<file path="config.mk">
export PLATFORM = sky130hd
export DESIGN_NAME = prime_gap_running_average_flat
export DESIGN_NICKNAME = d
export VERILOG_FILES = /design/src/pgra_pkg.sv /design/src/pgra_if.sv /design/src/pgra_divider.sv /design/src/prime_gap_running_average.sv /design/src/flat_wrapper.sv
export SDC_FILE = /design/constraint.sdc
export NUM_CORES = 1
export LEC_CHECK = 0
export BUFFER_PORTS_ARGS = -buffer_cell sky130_fd_sc_hd__buf_2
export CORE_UTILIZATION = 50
export CTS_CLUSTER_DIAMETER = 100
export DETAILED_ROUTE_END_ITERATION = 10
export PLACE_DENSITY = 0.68
export SLEW_MARGIN = 5
export SYNTH_ARGS = -nofsm -noshare
export SYNTH_HDL_FRONTEND = slang
export SYNTH_SLANG_ARGS = --single-unit
</file>
<file path="constraint.sdc">
create_clock -name clk -period 13.3 [get_ports clk]
set_clock_uncertainty 0.05 [all_clocks]
set_input_delay 3.325 -clock clk [delete_from_list [all_inputs] [get_ports clk]]
set_output_delay 3.325 -clock clk [all_outputs]
set_load 0.02 [all_outputs]
</file>
<file path="src/pgra_pkg.sv">
// ----------------------------------------------------------------------------
// pgra_pkg
// Shared widths and types for the prime gap running average block.
// ----------------------------------------------------------------------------
package pgra_pkg;

    // width of the candidate, the gap, the count and the gap total
    localparam int VALUE_WIDTH = 32;
    // fraction bits of the running average
    localparam int FRAC_BITS   = 16;
    // width of the running average and of the divider's dividend
    localparam int AVG_WIDTH   = VALUE_WIDTH + FRAC_BITS;
    // width of the divider step counter
    localparam int STEP_WIDTH  = $clog2(AVG_WIDTH + 1);

    // last prime, prime count and gap total after reset
    localparam logic [VALUE_WIDTH-1:0] RESET_LAST  = VALUE_WIDTH'(2);
    localparam logic [VALUE_WIDTH-1:0] RESET_COUNT = VALUE_WIDTH'(1);
    localparam logic [VALUE_WIDTH-1:0] RESET_TOTAL = VALUE_WIDTH'(2);
    // first trial divisor
    localparam logic [VALUE_WIDTH-1:0] FIRST_DIVISOR = VALUE_WIDTH'(2);

    // command to the shared divider
    typedef struct packed {
        logic                   start;
        logic                   wide;      // full width pass for the average
        logic [VALUE_WIDTH-1:0] value;     // dividend before the fraction shift
        logic [VALUE_WIDTH-1:0] divisor;
    } div_cmd_t;

    // response from the shared divider
    typedef struct packed {
        logic                   done;
        logic [AVG_WIDTH-1:0]   quotient;
        logic [VALUE_WIDTH-1:0] remainder;
    } div_rsp_t;

endpackage

</file>
<file path="src/pgra_if.sv">
// ----------------------------------------------------------------------------
// pgra channel interfaces
// Valid/ready channels for candidates in and statistics out.
// ----------------------------------------------------------------------------
interface pgra_in_if;

    logic                             valid;
    logic                             ready;
    logic [pgra_pkg::VALUE_WIDTH-1:0] candidate;

    modport source (output valid, output candidate, input ready);
    modport sink   (input valid, input candidate, output ready);

endinterface

interface pgra_out_if;

    logic                             valid;
    logic                             ready;
    logic                             is_prime;
    logic [pgra_pkg::VALUE_WIDTH-1:0] prime_gap;
    logic [pgra_pkg::VALUE_WIDTH-1:0] primes_seen;
    logic [pgra_pkg::AVG_WIDTH-1:0]   average_q16;

    modport source (output valid, output is_prime, output prime_gap,
                    output primes_seen, output average_q16, input ready);
    modport sink   (input valid, input is_prime, input prime_gap,
                    input primes_seen, input average_q16, output ready);

endinterface

</file>
<file path="src/pgra_divider.sv">
// ----------------------------------------------------------------------------
// pgra_divider
// Restoring radix-2 divider, one quotient bit per cycle, shared by the
// trial division and the running average.
// ----------------------------------------------------------------------------
module pgra_divider
(
    input  logic                 clk,
    input  logic                 rst_n,
    input  pgra_pkg::div_cmd_t   cmd,
    output pgra_pkg::div_rsp_t   rsp
);

    logic [pgra_pkg::STEP_WIDTH-1:0]  step_reg;
    logic                             done_reg;
    logic [pgra_pkg::VALUE_WIDTH-1:0] rem_reg;
    logic [pgra_pkg::AVG_WIDTH-1:0]   quo_reg;
    logic [pgra_pkg::VALUE_WIDTH-1:0] divisor_reg;

    logic [pgra_pkg::VALUE_WIDTH:0]   partial;
    logic [pgra_pkg::VALUE_WIDTH:0]   diff;
    logic                             fits;

    // one compare and subtract per step
    assign partial = {rem_reg, quo_reg[pgra_pkg::AVG_WIDTH-1]};
    assign diff    = partial - {1'b0, divisor_reg};
    assign fits    = (partial >= {1'b0, divisor_reg});

    // step counter and done pulse
    always_ff @(posedge clk or negedge rst_n)
    begin
        if (!rst_n)
        begin
            step_reg <= '0;
            done_reg <= 1'b0;
        end
        else
        begin
            done_reg <= (step_reg == pgra_pkg::STEP_WIDTH'(1));
            if (cmd.start)
            begin
                step_reg <= cmd.wide ? pgra_pkg::STEP_WIDTH'(pgra_pkg::AVG_WIDTH)
                                     : pgra_pkg::STEP_WIDTH'(pgra_pkg::VALUE_WIDTH);
            end
            else if (step_reg != '0)
            begin
                step_reg <= step_reg - pgra_pkg::STEP_WIDTH'(1);
            end
        end
    end

    // datapath: dividend enters left aligned, quotient fills from the right
    always_ff @(posedge clk)
    begin
        if (cmd.start)
        begin
            rem_reg     <= '0;
            quo_reg     <= pgra_pkg::AVG_WIDTH'(cmd.value) << pgra_pkg::FRAC_BITS;
            divisor_reg <= cmd.divisor;
        end
        else if (step_reg != '0)
        begin
            rem_reg <= fits ? diff[pgra_pkg::VALUE_WIDTH-1:0]
                            : partial[pgra_pkg::VALUE_WIDTH-1:0];
            quo_reg <= {quo_reg[pgra_pkg::AVG_WIDTH-2:0], fits};
        end
    end

    assign rsp.done      = done_reg;
    assign rsp.quotient  = quo_reg;
    assign rsp.remainder = rem_reg;

endmodule

</file>
<file path="src/prime_gap_running_average.sv">
// ----------------------------------------------------------------------------
// prime_gap_running_average
// Trial division primality test with running prime gap statistics.
// ----------------------------------------------------------------------------
//  channel      dir  beat contents
//  candidates   in   candidate
//  stats        out  is_prime, prime_gap, primes_seen, average_q16
//
// Each trial divisor is one pass on the shared divider (issue, 32 steps,
// check); a candidate c runs up to floor(sqrt(c)) trials, then comes the
// statistics update and the 48-step average division.
// Reset: last prime 2, count 1, gap total 2; no result pending.
// A new candidate is taken while a result still waits on stats; a finished
// average waits in its own state until the output register is free.
// ----------------------------------------------------------------------------
module prime_gap_running_average
(
    input  logic       clk,
    input  logic       rst_n,
    pgra_in_if.sink    candidates,
    pgra_out_if.source stats
);

    typedef enum logic [2:0] {
        ST_IDLE,
        ST_TRIAL,
        ST_TRIAL_WAIT,
        ST_UPDATE,
        ST_AVG,
        ST_AVG_WAIT,
        ST_HOLD
    } state_t;

    localparam logic [pgra_pkg::VALUE_WIDTH-1:0] ALL_ONES = '1;

    state_t                           state_reg, state_next;
    logic [pgra_pkg::VALUE_WIDTH-1:0] cand_reg, cand_next;
    logic [pgra_pkg::VALUE_WIDTH-1:0] div_reg, div_next;
    logic                             prime_reg, prime_next;
    logic [pgra_pkg::VALUE_WIDTH-1:0] gap_reg, gap_next;
    logic [pgra_pkg::VALUE_WIDTH-1:0] last_reg, last_next;
    logic [pgra_pkg::VALUE_WIDTH-1:0] count_reg, count_next;
    logic [pgra_pkg::VALUE_WIDTH-1:0] total_reg, total_next;
    logic                             out_valid_reg, out_valid_next;
    logic                             out_prime_reg, out_prime_next;
    logic [pgra_pkg::VALUE_WIDTH-1:0] out_gap_reg, out_gap_next;
    logic [pgra_pkg::VALUE_WIDTH-1:0] out_count_reg, out_count_next;
    logic [pgra_pkg::AVG_WIDTH-1:0]   out_avg_reg, out_avg_next;

    pgra_pkg::div_cmd_t               div_cmd;
    pgra_pkg::div_rsp_t               div_rsp;

    logic [pgra_pkg::VALUE_WIDTH:0]   total_sum;
    logic [pgra_pkg::VALUE_WIDTH-1:0] new_gap;
    logic                             out_free;

    // shared divider
    pgra_divider u_divider
    (
        .clk   (clk),
        .rst_n (rst_n),
        .cmd   (div_cmd),
        .rsp   (div_rsp)
    );

    always_comb
    begin
        div_cmd.start   = (state_reg == ST_TRIAL) || (state_reg == ST_AVG);
        div_cmd.wide    = (state_reg == ST_AVG);
        div_cmd.value   = (state_reg == ST_AVG) ? total_reg : cand_reg;
        div_cmd.divisor = (state_reg == ST_AVG) ? count_reg : div_reg;
    end

    // statistics arithmetic
    assign new_gap   = cand_reg - last_reg;
    assign total_sum = {1'b0, total_reg} + {1'b0, new_gap};
    assign out_free  = !out_valid_reg || stats.ready;

    // sequencer
    always_comb
    begin
        state_next     = state_reg;
        cand_next      = cand_reg;
        div_next       = div_reg;
        prime_next     = prime_reg;
        gap_next       = gap_reg;
        last_next      = last_reg;
        count_next     = count_reg;
        total_next     = total_reg;
        out_valid_next = out_valid_reg && !stats.ready;
        out_prime_next = out_prime_reg;
        out_gap_next   = out_gap_reg;
        out_count_next = out_count_reg;
        out_avg_next   = out_avg_reg;

        case (state_reg)
            ST_IDLE:
            begin
                if (candidates.valid)
                begin
                    cand_next = candidates.candidate;
                    div_next  = pgra_pkg::FIRST_DIVISOR;
                    if (candidates.candidate < pgra_pkg::FIRST_DIVISOR)
                    begin
                        prime_next = 1'b0;
                        state_next = ST_UPDATE;
                    end
                    else
                    begin
                        state_next = ST_TRIAL;
                    end
                end
            end
            ST_TRIAL:
            begin
                state_next = ST_TRIAL_WAIT;
            end
            ST_TRIAL_WAIT:
            begin
                if (div_rsp.done)
                begin
                    // divisor past the root: no factor found
                    if (div_reg > div_rsp.quotient[pgra_pkg::VALUE_WIDTH-1:0])
                    begin
                        prime_next = 1'b1;
                        state_next = ST_UPDATE;
                    end
                    else if (div_rsp.remainder == '0)
                    begin
                        prime_next = 1'b0;
                        state_next = ST_UPDATE;
                    end
                    else
                    begin
                        div_next   = div_reg + pgra_pkg::VALUE_WIDTH'(1);
                        state_next = ST_TRIAL;
                    end
                end
            end
            ST_UPDATE:
            begin
                gap_next = '0;
                if (prime_reg && (cand_reg > last_reg))
                begin
                    gap_next   = new_gap;
                    last_next  = cand_reg;
                    if (count_reg != ALL_ONES)
                    begin
                        count_next = count_reg + pgra_pkg::VALUE_WIDTH'(1);
                    end
                    total_next = total_sum[pgra_pkg::VALUE_WIDTH]
                                 ? ALL_ONES : total_sum[pgra_pkg::VALUE_WIDTH-1:0];
                end
                state_next = ST_AVG;
            end
            ST_AVG:
            begin
                state_next = ST_AVG_WAIT;
            end
            ST_AVG_WAIT, ST_HOLD:
            begin
                if ((state_reg == ST_HOLD) || div_rsp.done)
                begin
                    if (out_free)
                    begin
                        out_valid_next = 1'b1;
                        out_prime_next = prime_reg;
                        out_gap_next   = gap_reg;
                        out_count_next = count_reg;
                        out_avg_next   = div_rsp.quotient;
                        state_next     = ST_IDLE;
                    end
                    else
                    begin
                        state_next = ST_HOLD;
                    end
                end
            end
            default:
            begin
                state_next = ST_IDLE;
            end
        endcase
    end

    // state and registered outputs
    always_ff @(posedge clk or negedge rst_n)
    begin
        if (!rst_n)
        begin
            state_reg     <= ST_IDLE;
            last_reg      <= pgra_pkg::RESET_LAST;
            count_reg     <= pgra_pkg::RESET_COUNT;
            total_reg     <= pgra_pkg::RESET_TOTAL;
            out_valid_reg <= 1'b0;
        end
        else
        begin
            state_reg     <= state_next;
            last_reg      <= last_next;
            count_reg     <= count_next;
            total_reg     <= total_next;
            out_valid_reg <= out_valid_next;
        end
    end

    // payload registers
    always_ff @(posedge clk)
    begin
        cand_reg      <= cand_next;
        div_reg       <= div_next;
        prime_reg     <= prime_next;
        gap_reg       <= gap_next;
        out_prime_reg <= out_prime_next;
        out_gap_reg   <= out_gap_next;
        out_count_reg <= out_count_next;
        out_avg_reg   <= out_avg_next;
    end

    assign candidates.ready  = (state_reg == ST_IDLE);
    assign stats.valid       = out_valid_reg;
    assign stats.is_prime    = out_prime_reg;
    assign stats.prime_gap   = out_gap_reg;
    assign stats.primes_seen = out_count_reg;
    assign stats.average_q16 = out_avg_reg;

endmodule
</file>
<file path="src/flat_wrapper.sv">
// flat-port wrapper written by rule: the top's interface ports become plain ports
module prime_gap_running_average_flat 
  (clk, rst_n, candidates_valid, candidates_candidate, candidates_ready, stats_valid, stats_is_prime, stats_prime_gap, stats_primes_seen, stats_average_q16, stats_ready);
  pgra_in_if candidates_i ();
  pgra_out_if stats_i ();
  input  logic clk;
  input  logic rst_n;
  input wire logic [$bits(candidates_i.valid)-1:0] candidates_valid;
  input wire logic [$bits(candidates_i.candidate)-1:0] candidates_candidate;
  output wire logic [$bits(candidates_i.ready)-1:0] candidates_ready;
  output wire logic [$bits(stats_i.valid)-1:0] stats_valid;
  output wire logic [$bits(stats_i.is_prime)-1:0] stats_is_prime;
  output wire logic [$bits(stats_i.prime_gap)-1:0] stats_prime_gap;
  output wire logic [$bits(stats_i.primes_seen)-1:0] stats_primes_seen;
  output wire logic [$bits(stats_i.average_q16)-1:0] stats_average_q16;
  input wire logic [$bits(stats_i.ready)-1:0] stats_ready;
  assign candidates_i.valid = candidates_valid;
  assign candidates_i.candidate = candidates_candidate;
  assign candidates_ready = candidates_i.ready;
  assign stats_valid = stats_i.valid;
  assign stats_is_prime = stats_i.is_prime;
  assign stats_prime_gap = stats_i.prime_gap;
  assign stats_primes_seen = stats_i.primes_seen;
  assign stats_average_q16 = stats_i.average_q16;
  assign stats_i.ready = stats_ready;
  prime_gap_running_average u_core (.clk(clk), .rst_n(rst_n), .candidates(candidates_i), .stats(stats_i));
endmodule
</file>
==> results of run 1 <==
==> final timing paths <==
check / start / end / slack, ns / cells past startpoint
worst max-delay path: u_core.cand_reg[0]$_DFFE_PP_ / u_core.total_reg[25]$_DFFE_PN0P_ / 7.37 / 19
worst min-delay path: u_core.gap_reg[12]$_SDFFCE_PN0N_ / u_core.stats.prime_gap[12]$_DFFE_PP_ / 0.35 / 0
worst max register to register: u_core.cand_reg[0]$_DFFE_PP_ / u_core.total_reg[25]$_DFFE_PN0P_ / 7.37 / 19
worst min register to register: u_core.gap_reg[12]$_SDFFCE_PN0N_ / u_core.stats.prime_gap[12]$_DFFE_PP_ / 0.35 / 0
max in group asynchronous: rst_n / u_core.last_reg[29]$_DFFE_PN0P_ / 9.11 / 2
min in group asynchronous: rst_n / u_core.count_reg[8]$_DFFE_PN0P_ / 2.66 / 1
==> cells by family after synthesis <==
group / after synthesis / synth area share (%)
xor+xnor: 133 / 5.13
flops: 429 / 52.2
mux: 70 / 3.25
simple gates: 576 / 12.7
compound gates: 557 / 15.4
buf+inv: 213 / 3.62
fa+ha+maj: 137 / 7.64
==> cells in the mapped netlist, types with 4 or more instances <==
cell type  count  area [um^2]
nor3b_1        4         30.0
nand4_1       41          257
inv_1        126          473
o2111ai_1      4         35.0
ha_1         134         1680
buf_1         10         37.5
o31a_1         6         52.6
o211ai_1       7         52.6
nor4_1        25          156
mux2_2        30          338
and2_1        14         87.6
buf_2         11         55.1
xnor2_1       81          709
o22a_1        32          280
o211a_1        4         40.0
a21oi_1      157          786
or3_1         12         75.1
a21o_1        64          480
and4_1         9         78.8
a211oi_1      22          165
nand2_1      163          612
edfxtp_1     274         8230
dfrtp_1      104         2600
nand3_1       76          380
o21a_1        18          135
or2_2          4         25.0
and3_1        31          194
xor2_1        52          455
dfxtp_1       48          961
a31oi_1       18          113
clkbuf_1      64          240
o21bai_1      12         90.1
nor3_1        23          115
nor2b_1       43          269
nand2b_1      20          125
o21ai_0      161          806
nor2_1       104          390
a211o_1       10         87.6
mux2i_1       40          400
==> layout make-up <==
class	instances	share of cell area (%)
Clock buffer	62	4.97
Sequential cell	429	46.4
Tap cell	592	2.90
Inverter	126	1.85
Clock inverter	24	1.16
Multi-Input combinational cell	1473	39.3
Timing Repair Buffer	165	3.38
==> cell usage in the layout, fill, tap and decap left out, drive strengths merged, types with 7 or more instances in the layout <==
| cell | n |
|---|---|
| nor2b | 43 |
| and2 | 14 |
| nor3 | 23 |
| edfxtp | 274 |
| mux2 | 30 |
| o22a | 32 |
| dfxtp | 48 |
| nand3 | 76 |
| buf | 165 |
| and4 | 9 |
| o21bai | 12 |
| mux2i | 40 |
| ha | 134 |
| dfrtp | 104 |
| nand4 | 41 |
| and3 | 31 |
| xnor2 | 81 |
| a211o | 10 |
| nor4 | 25 |
| a21o | 64 |
| a211oi | 22 |
| nand2b | 20 |
| clkinv | 14 |
| a21oi | 157 |
| clkbuf | 62 |
| nor2 | 104 |
| a31oi | 18 |
| or3 | 12 |
| o21a | 18 |
| o21ai | 162 |
| nand2 | 163 |
| inv | 128 |
| xor2 | 52 |
| o211ai | 7 |
==> power groups by stage <==
stage               Sequential (W)  Clock [W]  Combinational (W)
finish                     0.00141    0.00131          0.0000153
global route               0.00141    0.00139          0.0000175
CTS                        0.00141    0.00134          0.0000161
detailed placement         0.00143          0          0.0000161
global placement           0.00143          0          0.0000157
floorplan                  0.00143          0        0.000000598
==> routing by layer <==
metal / share of wire (%) / routed length [um]
met1: 44 / 25100
met2: 48 / 27400
met3: 4.2 / 2410
met4: 3.4 / 1930
met5: 0 / 0
==> critical path, delay by kind of cell (launching register included) <==
kind	cells	cell delay, ns
buffers and inverters	2	0.17
adder cells (fa/ha/maj)	3	1.04
AO/OA/AOI/OAI	7	3.25
XOR/XNOR	1	0.13
flip-flops	1	0.37
AND/OR/NAND/NOR	6	0.84
==> stage by stage <==
step / utilization [%] / area, um^2 / setup WS, ns
floorplan: - / 22700 / 4.57
global placement: 53.9 / 24000 / 7.45
detailed placement: 53.9 / 24000 / 7.36
CTS: 57.5 / 25600 / 7.48
global route: 57.5 / 25600 / 7.05
finish: 57.5 / 25600 / 7.37
==> reports/metrics.csv, run 1 <==
stage;metric;value;unit
floorplan;Core Region;44500;um^2
routing;Vias;16789;
routing;average wire per standard cell;19.8;um
run_status;status;complete, no violations;
final_layout;multi-input logic area;10100;um^2
cts;Num CTS Buffers;46;
routing;vias per cell;5.85;
global_route;grt peak-use layer;met2;
critical_path;Worst Path Max Fanout;31;
critical_path;CP endpoint kind;flop;
power;worst vdd ir;0.0000996;V
sta;RSZ-0062 raised after global routing;no;
final_layout;layout cell share with drive strength beyond 1;13.0;%
global_route;Global Route met1 Usage;32.3;%
cts;Clock transition at path regs;0.06;ns
sta;TNS Setup;0;ns
placement;GP Congestion;0.963;
power;Gate power share;0.6;%
sta;Max transition margin;13.6;%
placement;Cells after DPL;2785;
hold_path;worst min path class;flop to flop;
synth;Syn Std Cell Area;22700;um^2
placement;port buffer count;150;
final_layout;Reg area;11900;um^2
final_layout;Area Overhead vs Synth;12.6;%
synth;Synth Instances;2115;
global_route;antenna violations before repair;0;
floorplan;Initial Util;51.1;%
final_layout;# fillers;3760;
power;register share of total power;51.5;%
sta;max-slew violations;0;
critical_path;CP max-delay cell;a21o_1;
power;switch share;20.5;%
critical_path;crit path kind;flop to flop;
global_route;met2 Use GR;41.8;%
cts;Sinks on Clock Net;429;
cts;Setup Buffers After CTS;0;
routing;DRT iter0 DRCs;1276;
cts;cts repair resizes;0;
routing;Initial DRT Pass Iterations;5;
cts;hold_buf cts;0;
routing;DR DRC count;0;
sta;crit path time final;5.93;ns
power;PD cells;107;nW/um^2
floorplan;# IOs;151;
synth;Async SR Flop Fraction;24.9;%
global_route;first-pass GRT wire length;90.0;mm
global_route;Tot GR Track Use;24.6;%
critical_path;Worst setup SP type;flop;
sta;Fmax;169;MHz
sta;final hold violation count;0;
placement;HPWL after detailed placement;40.6;mm
global_route;met3 usage;3.20;%
routing;drt total wl;56.8;mm
power;Internal;0.00217;W
power;clock share of power;47.9;%
cts;TritonCTS clock tree;yes;
global_route;Overflow after GRT;0;
synth;Seq/Total Area, Yosys;52.2;%
critical_path;CP max stage delay;0.90;ns
synth;syn nets;2288;
synth;Post-Syn Area per Cell;10.7;um^2
critical_path;CP arrival;6.39;ns
cts;H-tree depth;2;
cts;Clk Latency, worst-skew pair;0.60;ns
synth;Seq cells post-synth;429;
critical_path;CP Data Required Time;13.76;ns
global_route;vias in the first global route;16441;
power;Power Total;0.00273;W
cts;clk root buf;clkbuf_16;
synth;YS warnings;0;
synth;post-synth cell types;76;
floorplan;Die Y-Extent;215;um
run;Max Cap Viol;0;
global_route;largest net degree at the start of global routing;97;
floorplan;Die Wd;215;um
sta;final period utilization;44.6;%
cts;clock buffer depth;3;
final_layout;final std cells w/o fill;2871;
synth;Post-synth EDFFs;274;
sta;Final Setup Violations;0;
floorplan;die area;46300;um^2
floorplan;row count;77;
power;Leak;10.3;nW
sta;Worst Max-Slew Pin Slew;1.30;ns
critical_path;CP Cell Sequence;inv_1, ha_1, inv_1, fa_1, nand3_1, nand2_1, a221oi_1, o211a_1, nor2_1, nor2_1, xnor2_1, ha_1, and3_1, nand4_1, a211oi_1, o21ba_2, a31o_2, a21o_1, o22a_1;
routing;Final ANT Viol Nets;0;
power;net switching power;0.000561;W
final_layout;Final Net Count;2414;
sta;hold slack;0.355;ns
final_layout;ANT cells;0;
synth;Main synth FF type;edfxtp_1;
No activity file was read; power rests on OpenSTA's default activity.
==> run 2: changes to the inputs <==
--- a/config.mk
+++ b/config.mk
@@ -5,11 +5,12 @@
 export SDC_FILE = /design/constraint.sdc
 export NUM_CORES = 1
 export LEC_CHECK = 0
+export ABC_AREA = 1
 export BUFFER_PORTS_ARGS = -buffer_cell sky130_fd_sc_hd__buf_2
 export CORE_UTILIZATION = 50
 export CTS_CLUSTER_DIAMETER = 100
 export DETAILED_ROUTE_END_ITERATION = 10
-export PLACE_DENSITY = 0.68
+export PLACE_DENSITY = 0.7
 export SLEW_MARGIN = 5
 export SYNTH_ARGS = -nofsm -noshare
 export SYNTH_HDL_FRONTEND = slang
==> constraint.sdc (replaced) <==
create_clock -name clk -period 5 [get_ports clk]
set_clock_uncertainty 0.05 [all_clocks]
set_input_delay 1.25 -clock clk [delete_from_list [all_inputs] [get_ports clk]]
set_output_delay 1.25 -clock clk [all_outputs]
set_load 0.02 [all_outputs]
==> run 2 against run 1 <==
Compared with the run above:
- die area is 9.8% higher
- via count rose by 29%
- hold slack better by 0.0088 ns
- non-clock buffer count increased by 9
- largest cell class unchanged
- highest routed layer unchanged
==> reports/metrics.csv, run 2 <==
stage;metric;value;unit
routing;drt total wl;79.5;mm
critical_path;crit path kind;flop to flop;
sta;Fmax;225;MHz
run;Max Cap Viol;0;
sta;TNS Setup;0;ns
final_layout;final core occ;57.1;%
synth;Main synth FF type;edfxtp_1;
cts;Num CTS Buffers;47;
critical_path;most frequent CP cell;nand2_1;
synth;Synth top area share;32.9;%
cts;TritonCTS clock tree;yes;
synth;Syn Std Cell Area;25000;um^2
sta;max-slew violations;0;
critical_path;CP endpoint kind;flop;
hold_path;HP Start;u_core.gap_reg[12]$_SDFFCE_PN0N_;
cts;Clock transition at path regs;0.06;ns
synth;Synth Area in Adders;6.95;%
floorplan;Core Region;49200;um^2
global_route;antenna violations before repair;1;
global_route;vias in the first global route;21064;
synth;Synth area leader;edfxtp_1;
critical_path;Crit path max-delay family;simple AND/OR/NAND/NOR gates;
routing;DR DRC count;0;
synth;most frequently used cell type in the post-synthesis netlist;nand2_1;
synth;combinational family with the most area after synthesis;simple AND/OR/NAND/NOR gates;
routing;DRT iter0 DRCs;1902;
critical_path;Worst setup SP type;flop;
global_route;first-pass GRT wire length;121;mm
cts;Clk Latency, worst-skew pair;0.62;ns
placement;HPWL after detailed placement;60.4;mm
synth;Post-synth top cells;nand2_1 (913), inv_1 (413), nor2_1 (312);
cts;H-tree depth;2;
cts;hold_buf cts;0;
floorplan;Die Y-Extent;226;um
final_layout;ANT cells;0;
floorplan;die area;50900;um^2
global_route;Tot GR Track Use;31.6;%
critical_path;CP Cell Sequence;inv_1, ha_1, nand2_1, o21ai_0, nand2_1, nand2_1, nand3_1, nand2_1, xor2_1, inv_1, ha_1, a21oi_1, o21ai_0, a21oi_1, nand2_1, nand2_1, nand3b_2, nor2_1, o21ai_1;
routing;vias per cell;5.47;
floorplan;row count;81;
synth;Synth Area in Compound Gates;8.60;%
run_status;status;complete, no violations;
global_route;largest net degree at the start of global routing;90;
routing;Vias;21621;
synth;Synth Instances;3095;
synth;Seq/Total Area, Yosys;47.5;%
cts;Setup Buffers After CTS;0;
final_layout;layout cell share with drive strength beyond 1;9.06;%
final_layout;cell area after layout;28100;um^2
critical_path;Worst Path Max Fanout;17;
final_layout;most frequent cells in the layout;nand2_1 (913), inv_1 (413), nor2_1 (308), edfxtp_1 (274), a21oi_1 (170);
cts;clk root buf;clkbuf_16;
routing;average wire per standard cell;20.1;um
sta;Worst Max-Slew Pin Slew;1.16;ns
global_route;Overflow after GRT;0;
synth;Async SR Flop Fraction;24.9;%
hold_path;worst hold path endpoint;u_core.stats.prime_gap[12]$_DFFE_PP_;
hold_path;worst min path class;flop to flop;
critical_path;R2R cell count;19;
sta;final hold violation count;0;
synth;simple-gate share of the synthesized area;25.9;%
critical_path;crit path launch;u_core.last_reg[1]$_DFFE_PN1P_;
final_layout;Area Overhead vs Synth;12.4;%
final_layout;commonest non-fill, non-tap cell in the layout;nand2_1;
critical_path;reg-to-reg endpoint;u_core.total_reg[4]$_DFFE_PN0P_;
synth;YS warnings;0;
synth;syn nets;3268;
routing;Initial DRT Pass Iterations;6;
placement;GP Congestion;0.987;
floorplan;# IOs;151;
critical_path;CP max stage delay;0.53;ns
synth;post-synth cell types;52;
critical_path;flop2flop setup slack;0.55;ns
synth;Post-Syn Area per Cell;8.07;um^2
final_layout;Final Net Count;3422;
placement;port buffer count;150;
sta;RSZ-0062 raised after global routing;no;
floorplan;Die Wd;226;um
cts;cts repair resizes;0;
cts;clock buffer depth;3;
synth;synth top area cells;edfxtp_1 (33%), nand2_1 (14%), dfrtp_1 (10%);
critical_path;CP arrival;4.87;ns
sta;Final Setup Violations;0;
synth;Seq cells post-synth;429;
critical_path;Reg-to-Reg Start;u_core.last_reg[1]$_DFFE_PN1P_;
critical_path;CP Data Required Time;5.42;ns
sta;crit path time final;4.45;ns
sta;final period utilization;89.0;%
critical_path;Buf/Inv on CP;2;
hold_path;hold depth;0;
sta;Max transition margin;22.5;%
routing;Final ANT Viol Nets;0;
synth;Post-Synth XOR/XNOR Area;3.12;%
floorplan;Initial Util;50.8;%
synth;Post-synth EDFFs;274;
sta;hold slack;0.364;ns
cts;Sinks on Clock Net;429;
placement;DP Area;26400;um^2
critical_path;CP max-delay cell;dfstp_2;
synth;mux cell area share after synthesis;0;%
==> run 2: changes by cell type after synthesis, sizes merged, moves of 31 or more <==
cell,delta
o22a,-32
nor2b,-41
nor3,+41
xnor2,-50
clkbuf,-40
nand3,+86
nand2,+757
inv,+293
mux2i,-40
a21o,-55
nor2,+215
o22ai,+31
==> run 2: worst register-to-register path: cells and delay by family (launching register included) <==
| kind | cells | cell delay, ns |
|---|---|---|
| and+or+nand+nor | 9 | 1.57 |
| AOI/OAI and AO/OA | 5 | 1.06 |
| adders and majority gates | 2 | 0.63 |
| DFF | 1 | 0.53 |
| xor gates and xnor gates | 1 | 0.32 |
| buffers and inverters | 2 | 0.18 |
==> run 2: final cells by class <==
class	instances	area [um^2]
fill	4439	21100
clock inverter	30	433
inverter	422	1580
timing repair buffer	174	946
sequential	429	11900
tap	664	831
clock buffer	58	1230
multi-input combinational	2175	11200
==> run 2: stage by stage <==
stage               setup WS [ns]  std cells
detailed placement          0.635       3864
floorplan                   0.266       3095
global placement            0.656       3864
CTS                         0.623       3952
global route                0.177       3952
finish                      0.551       3952
==> run 2: kinds of logic after synthesis <==
family                   Yosys count
XOR/XNOR                          89
adder cells (fa/ha/maj)          137
flip-flops                       429
AND/OR/NAND/NOR                 1553
buffers and inverters            491
AO/OA/AOI/OAI                    396
==> run 2: how the worst max path moves through the flow <==
stage / end / slack (ns) / depth (start not counted)
2_1_floorplan: u_core.stats.average_q16[0]$_DFFE_PP_ / 0.27 / 2
3_3_place_gp: u_core.total_reg[0]$_DFFE_PN0P_ / 0.66 / 22
3_5_place_dp: u_core.total_reg[16]$_DFFE_PN0P_ / 0.64 / 22
4_1_cts: u_core.total_reg[4]$_DFFE_PN0P_ / 0.62 / 22
5_1_grt: u_core.total_reg[5]$_DFFE_PN0P_ / 0.18 / 22
6_report: u_core.total_reg[4]$_DFFE_PN0P_ / 0.55 / 19
==> run 2: per-layer routing <==
| layer | vias up | part of all wire (%) | track usage [%] |
|---|---|---|---|
| li1 | 10444 | - | - |
| met1 | 10216 | 43 | 41.8 |
| met2 | 800 | 46 | 51.7 |
| met3 | 161 | 6.2 | 3.83 |
| met4 | 0 | 4.8 | 15.1 |
| met5 | - | 0 | 0 |
Power of run 2 is left out: the tool's default activity adds up to more than one toggle a clock period on the data nets, which glitch-free logic cannot reach.
